[config.mk]
export PLATFORM = sky130hd
export DESIGN_NAME = date_day_number_converter
export DESIGN_NICKNAME = d
export VERILOG_FILES = /design/src/ddn_pkg.sv /design/src/date_day_number_converter.sv
export VERILOG_INCLUDE_DIRS = /design/src /design/src/src
export SDC_FILE = /design/constraint.sdc
export NUM_CORES = 1
export LEC_CHECK = 0
export BUFFER_PORTS_ARGS = -buffer_cell sky130_fd_sc_hd__buf_2
export CAP_MARGIN = 5
export CORE_UTILIZATION = 40
export DETAILED_ROUTE_END_ITERATION = 12
export GPL_ROUTABILITY_DRIVEN = 0
export GPL_TIMING_DRIVEN = 0
export PLACE_DENSITY = 0.58
export SYNTH_ARGS = -nofsm -noshare
export SYNTH_HDL_FRONTEND = slang
export SYNTH_SLANG_ARGS = --single-unit
export TNS_END_PERCENT = 1
[constraint.sdc]
create_clock -name clk_i -period 5.4 [get_ports clk_i]
set_input_delay 1.62 -clock clk_i [delete_from_list [all_inputs] [get_ports clk_i]]
set_output_delay 1.62 -clock clk_i [all_outputs]
set_load 0.05 [all_outputs]
[src/date_day_number_converter_assert.svh]
// Assertion macros for the date day number converter.
// Needs clk_i and rst_ni in the module that includes this header.
`ifndef DATE_DAY_NUMBER_CONVERTER_ASSERT_SVH
`define DATE_DAY_NUMBER_CONVERTER_ASSERT_SVH

// Same-cycle implication, checked outside reset.
`define DDN_ASSERT_NOW(label, ante, cons, msg) \
  label: assert property (@(posedge clk_i) disable iff (!rst_ni) (ante) |-> (cons)) \
    else $error(msg);

// Next-cycle implication, checked outside reset.
`define DDN_ASSERT_NEXT(label, ante, cons, msg) \
  label: assert property (@(posedge clk_i) disable iff (!rst_ni) (ante) |=> (cons)) \
    else $error(msg);

`endif

[src/ddn_pkg.sv]
// Shared types, widths and calendar helpers for the date day number converter.
// No dependencies.
package ddn_pkg;

  // Sequencer states.
  typedef enum logic [2:0] {
    S_IDLE,
    S_YFWD,
    S_MFWD,
    S_CHECK,
    S_SUM,
    S_RANGE,
    S_YBACK,
    S_MBACK
  } ddn_state_e;

  // Widths of the leap-rule cycle counters.
  localparam int unsigned C4W   = 2;
  localparam int unsigned C100W = 7;
  localparam int unsigned C400W = 9;

  localparam logic [3:0] MONTH_FEB = 4'd2;
  localparam logic [3:0] MONTH_DEC = 4'd12;

  // Leap year from the year's position in its 4, 100 and 400 year cycles.
  function automatic logic is_leap(input logic [C4W-1:0] c4, input logic [C100W-1:0] c100,
                                   input logic [C400W-1:0] c400);
    return ((c4 == '0) && (c100 != '0)) || (c400 == '0);
  endfunction

  // Month length; codes outside 1..12 give 30, as in the calendar table.
  function automatic logic [4:0] month_len(input logic [3:0] m, input logic leap);
    logic [4:0] len;
    case (m)
      MONTH_FEB: len = leap ? 5'd29 : 5'd28;
      4'd1, 4'd3, 4'd5, 4'd7, 4'd8, 4'd10, 4'd12: len = 5'd31;
      default: len = 5'd30;
    endcase
    return len;
  endfunction

  // Year length is 337 days plus February.
  function automatic logic [8:0] year_len(input logic leap);
    return 9'd337 + (leap ? 9'd29 : 9'd28);
  endfunction

endpackage

[src/date_day_number_converter.sv]
// Date day number converter, built on ddn_pkg and the assert header.
// The one add/subtract unit walks the years and then the months forward from the epoch,
// adds the day once it fits its month, adds the offset, checks the range and walks the
// years and months back; a bad year, month or zero day skips to the offset sum, and an
// out-of-range sum skips the walk back. A new date is taken only in idle; done_o cannot
// be stalled. rst_ni low returns the sequencer to idle.
`include "date_day_number_converter_assert.svh"

module date_day_number_converter #(
  parameter int EPOCH_YEAR = 1970,
  parameter int LAST_YEAR  = 2099
) (
  input  logic               clk_i,
  input  logic               rst_ni,
  input  logic               start_i,
  output logic               busy_o,
  input  logic [4:0]         in_day_i,
  input  logic [3:0]         in_month_i,
  input  logic [11:0]        in_year_i,
  input  logic signed [16:0] offset_days_i,
  output logic               done_o,
  output logic               date_valid_o,
  output logic [15:0]        day_number_o,
  output logic               out_of_range_o,
  output logic [4:0]         res_day_o,
  output logic [3:0]         res_month_o,
  output logic [11:0]        res_year_o
);

  // Leap days up to a year, counted at elaboration.
  localparam int LEAPS_LAST  = LAST_YEAR / 4 - LAST_YEAR / 100 + LAST_YEAR / 400;
  localparam int LEAPS_EPOCH = (EPOCH_YEAR - 1) / 4 - (EPOCH_YEAR - 1) / 100
                               + (EPOCH_YEAR - 1) / 400;
  localparam int MAXDAY = (LAST_YEAR - EPOCH_YEAR + 1) * 365 + LEAPS_LAST - LEAPS_EPOCH;
  localparam int NW     = $clog2(MAXDAY + 1);
  localparam int AW     = ((NW > 16) ? NW : 16) + 2;

  localparam logic signed [AW-1:0] MAX_S = AW'(MAXDAY);
  localparam logic [11:0] EPOCH_Y = 12'(EPOCH_YEAR);
  localparam logic [11:0] LAST_Y  = 12'(LAST_YEAR);
  localparam logic [ddn_pkg::C4W-1:0]   C4_INIT   = ddn_pkg::C4W'(EPOCH_YEAR % 4);
  localparam logic [ddn_pkg::C100W-1:0] C100_INIT = ddn_pkg::C100W'(EPOCH_YEAR % 100);
  localparam logic [ddn_pkg::C400W-1:0] C400_INIT = ddn_pkg::C400W'(EPOCH_YEAR % 400);

  ddn_pkg::ddn_state_e state_q, state_d;

  logic [4:0]                 day_q;
  logic [3:0]                 mon_q;
  logic [11:0]                yin_q;
  logic signed [16:0]         off_q;
  logic [11:0]                yr_q;
  logic [3:0]                 m_q;
  logic [ddn_pkg::C4W-1:0]    c4_q;
  logic [ddn_pkg::C100W-1:0]  c100_q;
  logic [ddn_pkg::C400W-1:0]  c400_q;
  logic signed [AW-1:0]       acc_q;
  logic                       valid_q;
  logic                       oor_q;
  logic [15:0]                num_q;

  logic                 leap;
  logic [8:0]           len;
  logic                 sub;
  logic signed [AW-1:0] addend;
  logic signed [AW-1:0] alu;
  logic                 alu_pos;
  logic                 in_ok;
  logic                 year_more;
  logic                 month_more;
  logic                 range_bad;

  // Shared add/subtract unit: adds a year or month length walking forward, the day and
  // then the offset, and subtracts a length walking back; the sign is the compare.
  always_comb begin
    leap = ddn_pkg::is_leap(c4_q, c100_q, c400_q);
    if ((state_q == ddn_pkg::S_YFWD) || (state_q == ddn_pkg::S_YBACK)) begin
      len = ddn_pkg::year_len(leap);
    end else begin
      len = {4'd0, ddn_pkg::month_len(m_q, leap)};
    end
    sub = (state_q == ddn_pkg::S_YBACK) || (state_q == ddn_pkg::S_MBACK);
    if (state_q == ddn_pkg::S_CHECK) begin
      addend = $signed(AW'(day_q));
    end else if (state_q == ddn_pkg::S_SUM) begin
      addend = AW'(off_q);
    end else begin
      addend = sub ? -$signed(AW'(len)) : $signed(AW'(len));
    end
    alu     = acc_q + addend;
    alu_pos = !alu[AW-1] && (alu != '0);
  end

  // Decisions of the sequencer.
  always_comb begin
    in_ok = (in_year_i >= EPOCH_Y) && (in_year_i <= LAST_Y) && (in_month_i >= 4'd1)
            && (in_month_i <= ddn_pkg::MONTH_DEC) && (in_day_i != 5'd0);
    year_more  = yr_q < yin_q;
    month_more = m_q < mon_q;
    range_bad  = (acc_q <= $signed(AW'(0))) || (acc_q > MAX_S);
  end

  // Next state.
  always_comb begin
    state_d = state_q;
    case (state_q)
      ddn_pkg::S_IDLE: begin
        if (start_i) begin
          state_d = in_ok ? ddn_pkg::S_YFWD : ddn_pkg::S_SUM;
        end
      end
      ddn_pkg::S_YFWD: begin
        if (!year_more) begin
          state_d = ddn_pkg::S_MFWD;
        end
      end
      ddn_pkg::S_MFWD: begin
        if (!month_more) begin
          state_d = ddn_pkg::S_CHECK;
        end
      end
      ddn_pkg::S_CHECK: state_d = ddn_pkg::S_SUM;
      ddn_pkg::S_SUM:   state_d = ddn_pkg::S_RANGE;
      ddn_pkg::S_RANGE: state_d = range_bad ? ddn_pkg::S_MBACK : ddn_pkg::S_YBACK;
      ddn_pkg::S_YBACK: begin
        if (!alu_pos) begin
          state_d = ddn_pkg::S_MBACK;
        end
      end
      ddn_pkg::S_MBACK: begin
        if (oor_q || (m_q >= ddn_pkg::MONTH_DEC) || !alu_pos) begin
          state_d = ddn_pkg::S_IDLE;
        end
      end
      default: state_d = ddn_pkg::S_IDLE;
    endcase
  end

  // Outputs: the result beat is shown in the last month-back cycle.
  always_comb begin
    busy_o         = (state_q != ddn_pkg::S_IDLE);
    done_o         = 1'b0;
    if (state_q == ddn_pkg::S_MBACK) begin
      done_o = oor_q || (m_q >= ddn_pkg::MONTH_DEC) || !alu_pos;
    end
    date_valid_o   = valid_q;
    day_number_o   = num_q;
    out_of_range_o = oor_q;
    res_day_o      = oor_q ? 5'd0 : acc_q[4:0];
    res_month_o    = oor_q ? 4'd0 : m_q;
    res_year_o     = oor_q ? 12'd0 : yr_q;
  end

  // State register.
  always_ff @(posedge clk_i or negedge rst_ni) begin
    if (!rst_ni) begin
      state_q <= ddn_pkg::S_IDLE;
    end else begin
      state_q <= state_d;
    end
  end

  // Datapath registers.
  always_ff @(posedge clk_i) begin
    case (state_q)
      ddn_pkg::S_IDLE: begin
        day_q   <= in_day_i;
        mon_q   <= in_month_i;
        yin_q   <= in_year_i;
        off_q   <= offset_days_i;
        yr_q    <= EPOCH_Y;
        m_q     <= 4'd1;
        c4_q    <= C4_INIT;
        c100_q  <= C100_INIT;
        c400_q  <= C400_INIT;
        acc_q   <= '0;
        valid_q <= in_ok;
      end
      ddn_pkg::S_YFWD: begin
        if (year_more) begin
          acc_q  <= alu;
          yr_q   <= yr_q + 12'd1;
          c4_q   <= c4_q + 1'b1;
          c100_q <= (c100_q == ddn_pkg::C100W'(99)) ? '0 : c100_q + 1'b1;
          c400_q <= (c400_q == ddn_pkg::C400W'(399)) ? '0 : c400_q + 1'b1;
        end
      end
      ddn_pkg::S_MFWD: begin
        if (month_more) begin
          acc_q <= alu;
          m_q   <= m_q + 4'd1;
        end
      end
      ddn_pkg::S_CHECK: begin
        // Here m_q equals the input month and the counters match the input year.
        if ({4'd0, day_q} > len) begin
          valid_q <= 1'b0;
          acc_q   <= '0;
        end else begin
          acc_q <= alu;
        end
      end
      ddn_pkg::S_SUM: begin
        num_q <= acc_q[15:0];
        acc_q <= alu;
      end
      ddn_pkg::S_RANGE: begin
        oor_q  <= range_bad;
        yr_q   <= EPOCH_Y;
        m_q    <= 4'd1;
        c4_q   <= C4_INIT;
        c100_q <= C100_INIT;
        c400_q <= C400_INIT;
      end
      ddn_pkg::S_YBACK: begin
        if (alu_pos) begin
          acc_q  <= alu;
          yr_q   <= yr_q + 12'd1;
          c4_q   <= c4_q + 1'b1;
          c100_q <= (c100_q == ddn_pkg::C100W'(99)) ? '0 : c100_q + 1'b1;
          c400_q <= (c400_q == ddn_pkg::C400W'(399)) ? '0 : c400_q + 1'b1;
        end
      end
      ddn_pkg::S_MBACK: begin
        if (!oor_q && (m_q < ddn_pkg::MONTH_DEC) && alu_pos) begin
          acc_q <= alu;
          m_q   <= m_q + 4'd1;
        end
      end
      default: begin
      end
    endcase
  end

  // Checks on the sequencer and the result beat.
  `DDN_ASSERT_NEXT(a_start_busy, start_i && !busy_o, busy_o, "accepted beat did not raise busy")
  `DDN_ASSERT_NEXT(a_done_single, done_o, !done_o && !busy_o, "result strobe lasted too long")
  `DDN_ASSERT_NOW(a_oor_zero, done_o && out_of_range_o,
    (res_day_o == 5'd0) && (res_month_o == 4'd0) && (res_year_o == 12'd0),
    "out of range result has nonzero date")
  `DDN_ASSERT_NOW(a_invalid_zero, done_o && !date_valid_o, day_number_o == 16'd0,
    "invalid date has nonzero day number")

endmodule

==> results of run 1 <==
[through the flow]
| step | instance area [sq um] | hold WS, ps | instances | setup WS (ps) |
|---|---|---|---|---|
| detailed placement | 7400 | 520 | 947 | -935 |
| finish | 8170 | 537 | 997 | -989 |
| global route | 8170 | 565 | 997 | -1230 |
| global placement | 7370 | 526 | 946 | -1370 |
| floorplan | 6690 | 475 | 649 | -114 |
| CTS | 8010 | 538 | 987 | -872 |
[layout make-up]
type / instances / area (sq um)
fill: 1463 / 7890
clock buffer: 11 / 233
inverter: 38 / 143
tap: 216 / 270
timing repair buffer: 117 / 706
multi-input combinational: 478 / 3330
buffer: 21 / 138
sequential: 111 / 3320
clock inverter: 5 / 25.0
[worst max-delay path: stages (launching register included)]
cell,delay [ps]
edfxtp_1,460
buf_6,160
ha_4,150
nor3_4,210
a31oi_4,70
o41ai_4,370
ha_1,280
nand2_1,70
o21ai_2,70
o22ai_2,230
a21oi_4,110
ha_4,300
nand3_4,80
a211oi_4,370
buf_4,190
nor3_4,30
xor2_1,200
and4b_1,270
o2111ai_2,140
o211ai_1,260
nor2b_4,210
buf_8,150
[worst min-delay path by stage]
stage,end,slack (ps),cells past startpoint
floorplan,day_number_o[15],480,0
global placement,day_number_o[7],530,0
detailed placement,day_number_o[8],520,0
CTS,day_number_o[8],540,0
global route,day_number_o[8],570,0
finish,day_number_o[7],540,0
[what timing repair did]
item	CTS	global route
setup buffers	25	11
endpoints found under the setup margin	19	19
pin swaps	23	19
resized for setup	37	17
[Yosys cell counts, types with 7 or more instances]
master | n | area (sq um)
nor2_1 | 71 | 267
ha_1 | 46 | 576
nand3_1 | 32 | 160
a21oi_1 | 57 | 285
a31oi_1 | 7 | 43.8
clkbuf_1 | 13 | 48.8
xnor2_1 | 13 | 114
edfxtp_1 | 108 | 3240
nor2b_1 | 24 | 150
o21ai_0 | 35 | 175
xor2_1 | 16 | 140
nor3_1 | 9 | 45.0
nand2_1 | 57 | 214
o22ai_1 | 8 | 50.1
inv_1 | 38 | 143
and3_1 | 11 | 68.8
[routing by layer]
layer	routed length [um]	GRT usage [%]	vias to the layer above
li1	-	-	2626
met1	7630	27.8	2580
met2	7590	31.5	165
met3	947	3.50	14
met4	186	5.34	0
met5	0	0	-
[registers in the layout (all words and copies together), names as in the netlist, 5 cells and up]
register / count
acc_q: 18
off_q: 17
day_number_o: 16
yin_q: 12
yr_q: 12
c400_q: 9
c100_q: 7
day_q: 5
[kinds of logic (layout without fill, tap and decap cells)]
logic type	count (synthesis)	in the layout	share of synthesized area, %
AOI/OAI and AO/OA	148	148	13.8
muxes	4	4	0.696
xor gates and xnor gates	30	30	4.06
and+or+nand+nor	249	249	18.3
buffers and inverters	60	192	4.23
DFF	111	111	49.9
adders and majority gates	47	47	8.96
==> impl_metrics.toml, run 1 <==
[timing]
hold_viol = 0
worst_pin_slew_ps = 1010
rsz0062_at_grt = "yes"
setup-tns-final_ps = -989
relSlewSlack_pct = 32.9
maxSlewViolCount = 0
timing.final.ws_setup_ps = -989
setup_viol = 1
min_period_ps = 6390
period_share_pct = 118
skew_ps = 10.2
max_freq_ghz = 0.157

[worst_setup_path]
critPathKind = "flip-flop to output port"
r2r_end = "m_q[1]"
r2r_cells = 22
worstPathMaxFanout = 4
r2r_slack_ps = 280
cp-endpoint = "done_o"
cp-startpoint = "m_q[0]"
cp.arrival_ps = 4770
critPathLaunchType = "flip-flop"
r2r_start = "m_q[0]"
crit_required_ps = 3780
crit_path_end_kind = "output port"

[floorplanning]
core_area_sq_um = 16100
ios = 82
die_w_um = 131
die_area_sq_um = 17100
row_count = 46
die_h_um = 131
start_util_pct = 41.4

[routing]
drc = 0
via_count = 5385
dr.pass1.iters = 5
drt_iter0_markers = 429
post_drt_wl_per_cell_um = 16.4
viasPerCell = 5.40
routed_wl_mm = 16.4
antenna_left = 0

[cts]
clock_latency_ps = 360
h-tree-depth = 3
clock-sinks = 111
clkTransAtPathRegs_ps = 70
root_buffer = "clkbuf_16"
clock_path_buffers = 2
cts_tree = "built"
ctsHoldBuffers = 0
cts-buffers-inserted = 9

[placement]
detailed_place_hpwl_mm = 11.8
placement.io_buffers = 81

[grt]
grt_antenna_before_repair = 0
grt_pass1_wl_mm = 25.8
grt_pass1_vias = 5127
grt_max_degree = 39
grt_overflow = 0
grt_usage_pct = 19.8

[layout]
utilization_pct = 50.8
layout_commonest_cell = "edfxtp_1"
mostFrequentLayoutCells = "edfxtp_1, buf_2, nor2_1, nand2_1, a21oi_1"
drive_gt1_share_pct = 25.7
antenna_cells = 0
syn_to_final_growth_pct = 22.8
fin_nets = 864

[logic_synthesis]
syn_area_sq_um = 6650
ys.flop_type = "edfxtp_1"
yosys_register_bits = 111
seq_area_frac_synth_pct = 49.9
syn_inst = 649
syn_nets = 737
synth-edff-count = 108
synth_warnings = 0
async_reset_ff_share_pct = 2.70
syn-mean-instance-area_sq_um = 10.2
synth_cell_type_count = 68

[hold_path]
hp-class = "flip-flop to flip-flop"
min-delay-start = "acc_q[7]"

[status]
violations = "setup timing"
status = "complete, but fails checks"

[flow_run]
cap_violations = 0
Power of run 1 is not shown: default switching activity piles up to over one toggle a cycle in this logic, so the estimate is an artifact.
==> run 2, diff against run 1 <==
--- a/config.mk
+++ b/config.mk
@@ -9,6 +9,7 @@
 export BUFFER_PORTS_ARGS = -buffer_cell sky130_fd_sc_hd__buf_2
 export CAP_MARGIN = 5
 export CORE_UTILIZATION = 40
+export CTS_BUF_LIST = sky130_fd_sc_hd__clkbuf_16
 export DETAILED_ROUTE_END_ITERATION = 12
 export GPL_ROUTABILITY_DRIVEN = 0
 export GPL_TIMING_DRIVEN = 0
==> impl_metrics.toml, run 2 (synthesis results as in run 1) <==
[grt]
grt_usage_pct = 19.8
grt_overflow = 0
grt_max_degree = 39
grt_pass1_vias = 5127
grt_antenna_before_repair = 0
grt_pass1_wl_mm = 25.8

[timing]
maxSlewViolCount = 0
hold_viol = 0
timing.final.ws_setup_ps = -1010
min_period_ps = 6410
worst_pin_slew_ps = 1010
setup_viol = 1
rsz0062_at_grt = "yes"
relSlewSlack_pct = 32.9
hold_ws_ps = 534
period_share_pct = 119
skew_ps = 11.0
max_freq_ghz = 0.156

[layout]
drive_gt1_share_pct = 25.7
syn_to_final_growth_pct = 22.8
antenna_cells = 0
fin_nets = 864
layout_commonest_cell = "edfxtp_1"
mostFrequentLayoutCells = "edfxtp_1, buf_2, nor2_1, nand2_1, a21oi_1"
top_register = "acc_q"
fillers = 1463
largest_register_ffs = 18

[routing]
post_drt_wl_per_cell_um = 16.4
viasPerCell = 5.38
routed_wl_mm = 16.4
drt_iter0_markers = 428
via_count = 5364
dr.pass1.iters = 5
antenna_left = 0
drc = 0

[flow_run]
cap_violations = 0

[floorplanning]
core_area_sq_um = 16100
die_h_um = 131
row_count = 46
ios = 82
start_util_pct = 41.4
die_area_sq_um = 17100
die_w_um = 131

[worst_setup_path]
path_cells = "buf_6, ha_4, nor3_4, a31oi_4, o41ai_4, ha_1, nand2_1, o21ai_2, o22ai_2, a21oi_4, ha_4, nand3_4, a211oi_4, buf_4, nor3_4, xor2_1, and4b_1, o2111ai_2, o211ai_1, nor2b_4, buf_8"
cpPeakStageDelay_ps = 460
critPathKind = "flip-flop to output port"
crit_path_top_delay_cell = "edfxtp_1"
cp.buffers_inverters = 3
cp.arrival_ps = 4790
worstPathMaxFanout = 4
crit_path_end_kind = "output port"
crit_required_ps = 3780
r2r_slack_ps = 270
critPathLaunchType = "flip-flop"
cpLargestDelayFamily = "compound AO/OA/AOI/OAI gates"

[cts]
clock-sinks = 111
clkTransAtPathRegs_ps = 70
h-tree-depth = 3
clock_latency_ps = 360
clock_path_buffers = 2
cts-buffers-inserted = 9
ctsHoldBuffers = 0
cts_tree = "built"
root_buffer = "clkbuf_16"

[status]
status = "complete, but fails checks"
violations = "setup timing"

[placement]
detailed_place_hpwl_mm = 11.8
placement.io_buffers = 81
post-place-ws_ps = -935

[hold_path]
hp-class = "flip-flop to flip-flop"
==> run 2: worst paths after layout <==
path | start | to | depth (start not counted)
worst min-delay path | acc_q[8] | day_number_o[8] | 0
worst min register to register | acc_q[8] | day_number_o[8] | 0
worst max register to register | m_q[0] | m_q[1] | 22
max in group asynchronous | rst_ni | state_q[0] | 1
worst max-delay path | m_q[0] | done_o | 21
min in group asynchronous | rst_ni | state_q[2] | 1
==> run 2: through the flow <==
step           instance area (sq um)  TNS, ps  utilization, %  std cells
2_1_floorplan                   6690     -114               -        649
3_3_place_gp                    7370   -41900            45.9        946
3_5_place_dp                    7400    -2210            46.1        947
4_1_cts                         8010     -872            49.9        987
5_1_grt                         8170    -1230            50.8        997
6_report                        8170    -1010            50.8        997
==> run 2: per-layer routing <==
layer | wire (um) | part of all wire, % | GRT usage (%)
met5 | 0 | 0 | 0
met1 | 7710 | 47 | 27.8
met3 | 885 | 5.4 | 3.50
met2 | 7580 | 46 | 31.5
met4 | 189 | 1.2 | 5.34
==> run 2: layout make-up <==
type                    count  area [sq um]  share of cell area (%)
multi-input cells         478          3330                    40.8
flip-flops and latches    111          3320                    40.6
repair buffers            117           706                    8.64
well taps                 216           270                    3.31
clock buffers               9           225                    2.76
inverters                  38           143                    1.75
plain buffers              21           138                    1.69
clock inverters             7          32.5                   0.398
==> run 2: worst reg2reg max path: stages, from the launching register on <==
cell and delay [ps]:
edfxtp_1 460, buf_6 160, ha_4 150, nor3_4 210
a31oi_4 70, o41ai_4 370, ha_1 280, nand2_1 70
o21ai_2 70, o22ai_2 230, a21oi_4 120, ha_4 300
nand3_4 80, a211oi_4 370, o311ai_2 180, o21ai_1 180
a21oi_1 120, xnor2_2 290, o211ai_1 190, buf_4 170
buf_4 120, o21ai_0 170, nor2b_1 410
==> run 2: timing repair <==
| action | in CTS | in global routing |
|---|---|---|
| setup endpoints to repair | 19 | 19 |
| gates cloned | 0 | 0 |
| gates resized for setup | 37 | 17 |
| buffers inserted | 25 | 11 |
| pin swaps | 23 | 19 |
Power of run 2 is left out for the same reason.
==> run 3, diff against run 2 <==
--- a/config.mk
+++ b/config.mk
@@ -8,12 +8,14 @@
 export LEC_CHECK = 0
 export BUFFER_PORTS_ARGS = -buffer_cell sky130_fd_sc_hd__buf_2
 export CAP_MARGIN = 5
+export CELL_PAD_IN_SITES_DETAIL_PLACEMENT = 1
+export CELL_PAD_IN_SITES_GLOBAL_PLACEMENT = 1
 export CORE_UTILIZATION = 40
 export CTS_BUF_LIST = sky130_fd_sc_hd__clkbuf_16
 export DETAILED_ROUTE_END_ITERATION = 12
 export GPL_ROUTABILITY_DRIVEN = 0
 export GPL_TIMING_DRIVEN = 0
-export PLACE_DENSITY = 0.58
+export PLACE_DENSITY = 0.71
 export SYNTH_ARGS = -nofsm -noshare
 export SYNTH_HDL_FRONTEND = slang
 export SYNTH_SLANG_ARGS = --single-unit
==> impl_metrics.toml, run 3 (synthesis results as in run 1) <==
[layout]
antenna_cells = 0
drive_gt1_share_pct = 22.9
fillers = 1790
regArea_sq_um = 3320
top_register = "acc_q"
layout_commonest_cell = "edfxtp_1"
multiInputGateArea_sq_um = 3250
final_cell_count_no_fill = 977
fin_nets = 844
mostFrequentLayoutCells = "edfxtp_1, buf_2, nor2_1, nand2_1, a21oi_1"
syn_to_final_growth_pct = 19.3
largest_register_ffs = 18

[timing]
setup_viol = 1
timing.final.ws_setup_ps = -931
skew_ps = 10.9
rsz0062_at_grt = "yes"
max_freq_ghz = 0.158
hold_viol = 0
min_period_ps = 6330
maxSlewViolCount = 0
period_share_pct = 117
setup-tns-final_ps = -931
relSlewSlack_pct = 29.8
worst_pin_slew_ps = 1050
hold_ws_ps = 554

[worst_setup_path]
crit_path_top_delay_cell = "edfxtp_1"
crit_path_end_kind = "output port"
critPathKind = "flip-flop to output port"
path_cells = "inv_2, ha_4, nand2_2, o41ai_4, nand2_1, a21oi_2, o21ai_2, inv_1, ha_1, nand2_1, o21ai_2, o22ai_2, a21oi_2, ha_1, nand3_2, a211oi_4, nor2_2, o311a_1, a22oi_2, o2111ai_4, o211ai_1, nor2b_4, buf_8"
r2r_end = "acc_q[13]"
worstPathMaxFanout = 5
r2r_slack_ps = 360
critPathLaunchType = "flip-flop"
cpPeakStageDelay_ps = 420
r2r_cells = 23
r2r_start = "c100_q[1]"
cp.arrival_ps = 4710
cp-startpoint = "c100_q[1]"
crit_required_ps = 3780

[status]
status = "complete, but fails checks"
violations = "setup timing"

[routing]
dr.pass1.iters = 4
drc = 0
via_count = 5292
post_drt_wl_per_cell_um = 17.8
drt_iter0_markers = 202
antenna_left = 0
viasPerCell = 5.42
routed_wl_mm = 17.4

[cts]
clock_latency_ps = 360
cts_tree = "built"
cts-buffers-inserted = 9
h-tree-depth = 3
clock_path_buffers = 2
ctsHoldBuffers = 0
root_buffer = "clkbuf_16"
clock-sinks = 111
clkTransAtPathRegs_ps = 80

[grt]
grt_usage_pct = 21.4
grt_antenna_before_repair = 0
grt_overflow = 0
grt_pass1_vias = 5397
grt_pass1_wl_mm = 27.7
grt_max_degree = 39

[placement]
post-place-ws_ps = -989
placedCellCount = 947
detailed_place_hpwl_mm = 13.3
placement.io_buffers = 81

[hold_path]
hp-class = "flip-flop to flip-flop"
min-delay-start = "acc_q[8]"
hold_path_depth = 0
min_to = "day_number_o[8]"

[floorplanning]
die_h_um = 131
row_count = 46
die_w_um = 131
start_util_pct = 41.4
ios = 82
die_area_sq_um = 17100
core_area_sq_um = 16100

[flow_run]
cap_violations = 0
-- run 3: changes by cell type in the layout (fill, tap and decap cells not counted), sizes merged --
| cell | change |
|---|---|
| inv | +1 |
| clkinv | -3 |
| clkinvlp | +2 |
| buf | -19 |
| clkbuf | -1 |
-- run 3: metal layers --
layer / GRT usage, % / vias up / part of all wire, %
li1: - / 2578 / -
met1: 29.7 / 2588 / 48
met2: 34.5 / 109 / 47
met3: 2.77 / 17 / 3.4
met4: 7.23 / 0 / 1.6
met5: 0 / - / 0
-- run 3: how the worst max path moves through the flow --
stage | endpoint | slack (ps)
final | done_o | -930
after global routing | done_o | -1200
after CTS | done_o | -990
after detailed placement | done_o | -990
after global placement | yr_q[3] | -1330
after floorplan | done_o | -110
-- run 3: layout make-up --
cell class              count  area share [%]
multi-input cells         478            40.9
repair buffers             98            7.10
flip-flops and latches    111            41.8
clock inverters             7           0.426
plain buffers              20            1.67
clock buffers               9            2.84
well taps                 216            3.41
inverters                  38            1.80
-- run 3: worst max-delay path: cells and delay by family, from the launching register on --
| kind | cells | cell delay, ps |
|---|---|---|
| flops | 1 | 420 |
| fa+ha+maj | 3 | 680 |
| simple gates | 6 | 650 |
| buf+inv | 3 | 310 |
| compound gates | 11 | 2250 |
-- run 3: metrics by stage --
step	utilization, %	instance area, sq um
2_1_floorplan	-	6690
3_3_place_gp	45.9	7370
3_5_place_dp	46.1	7410
4_1_cts	49.1	7890
5_1_grt	49.4	7940
6_report	49.4	7940
-- run 3: what timing repair did --
item                                    CTS  global route
endpoints found under the setup margin   19            23
setup buffers                            12             4
pin swaps                                17            13
gates resized for setup                  29             6
Power of run 3 is left out for the same reason.
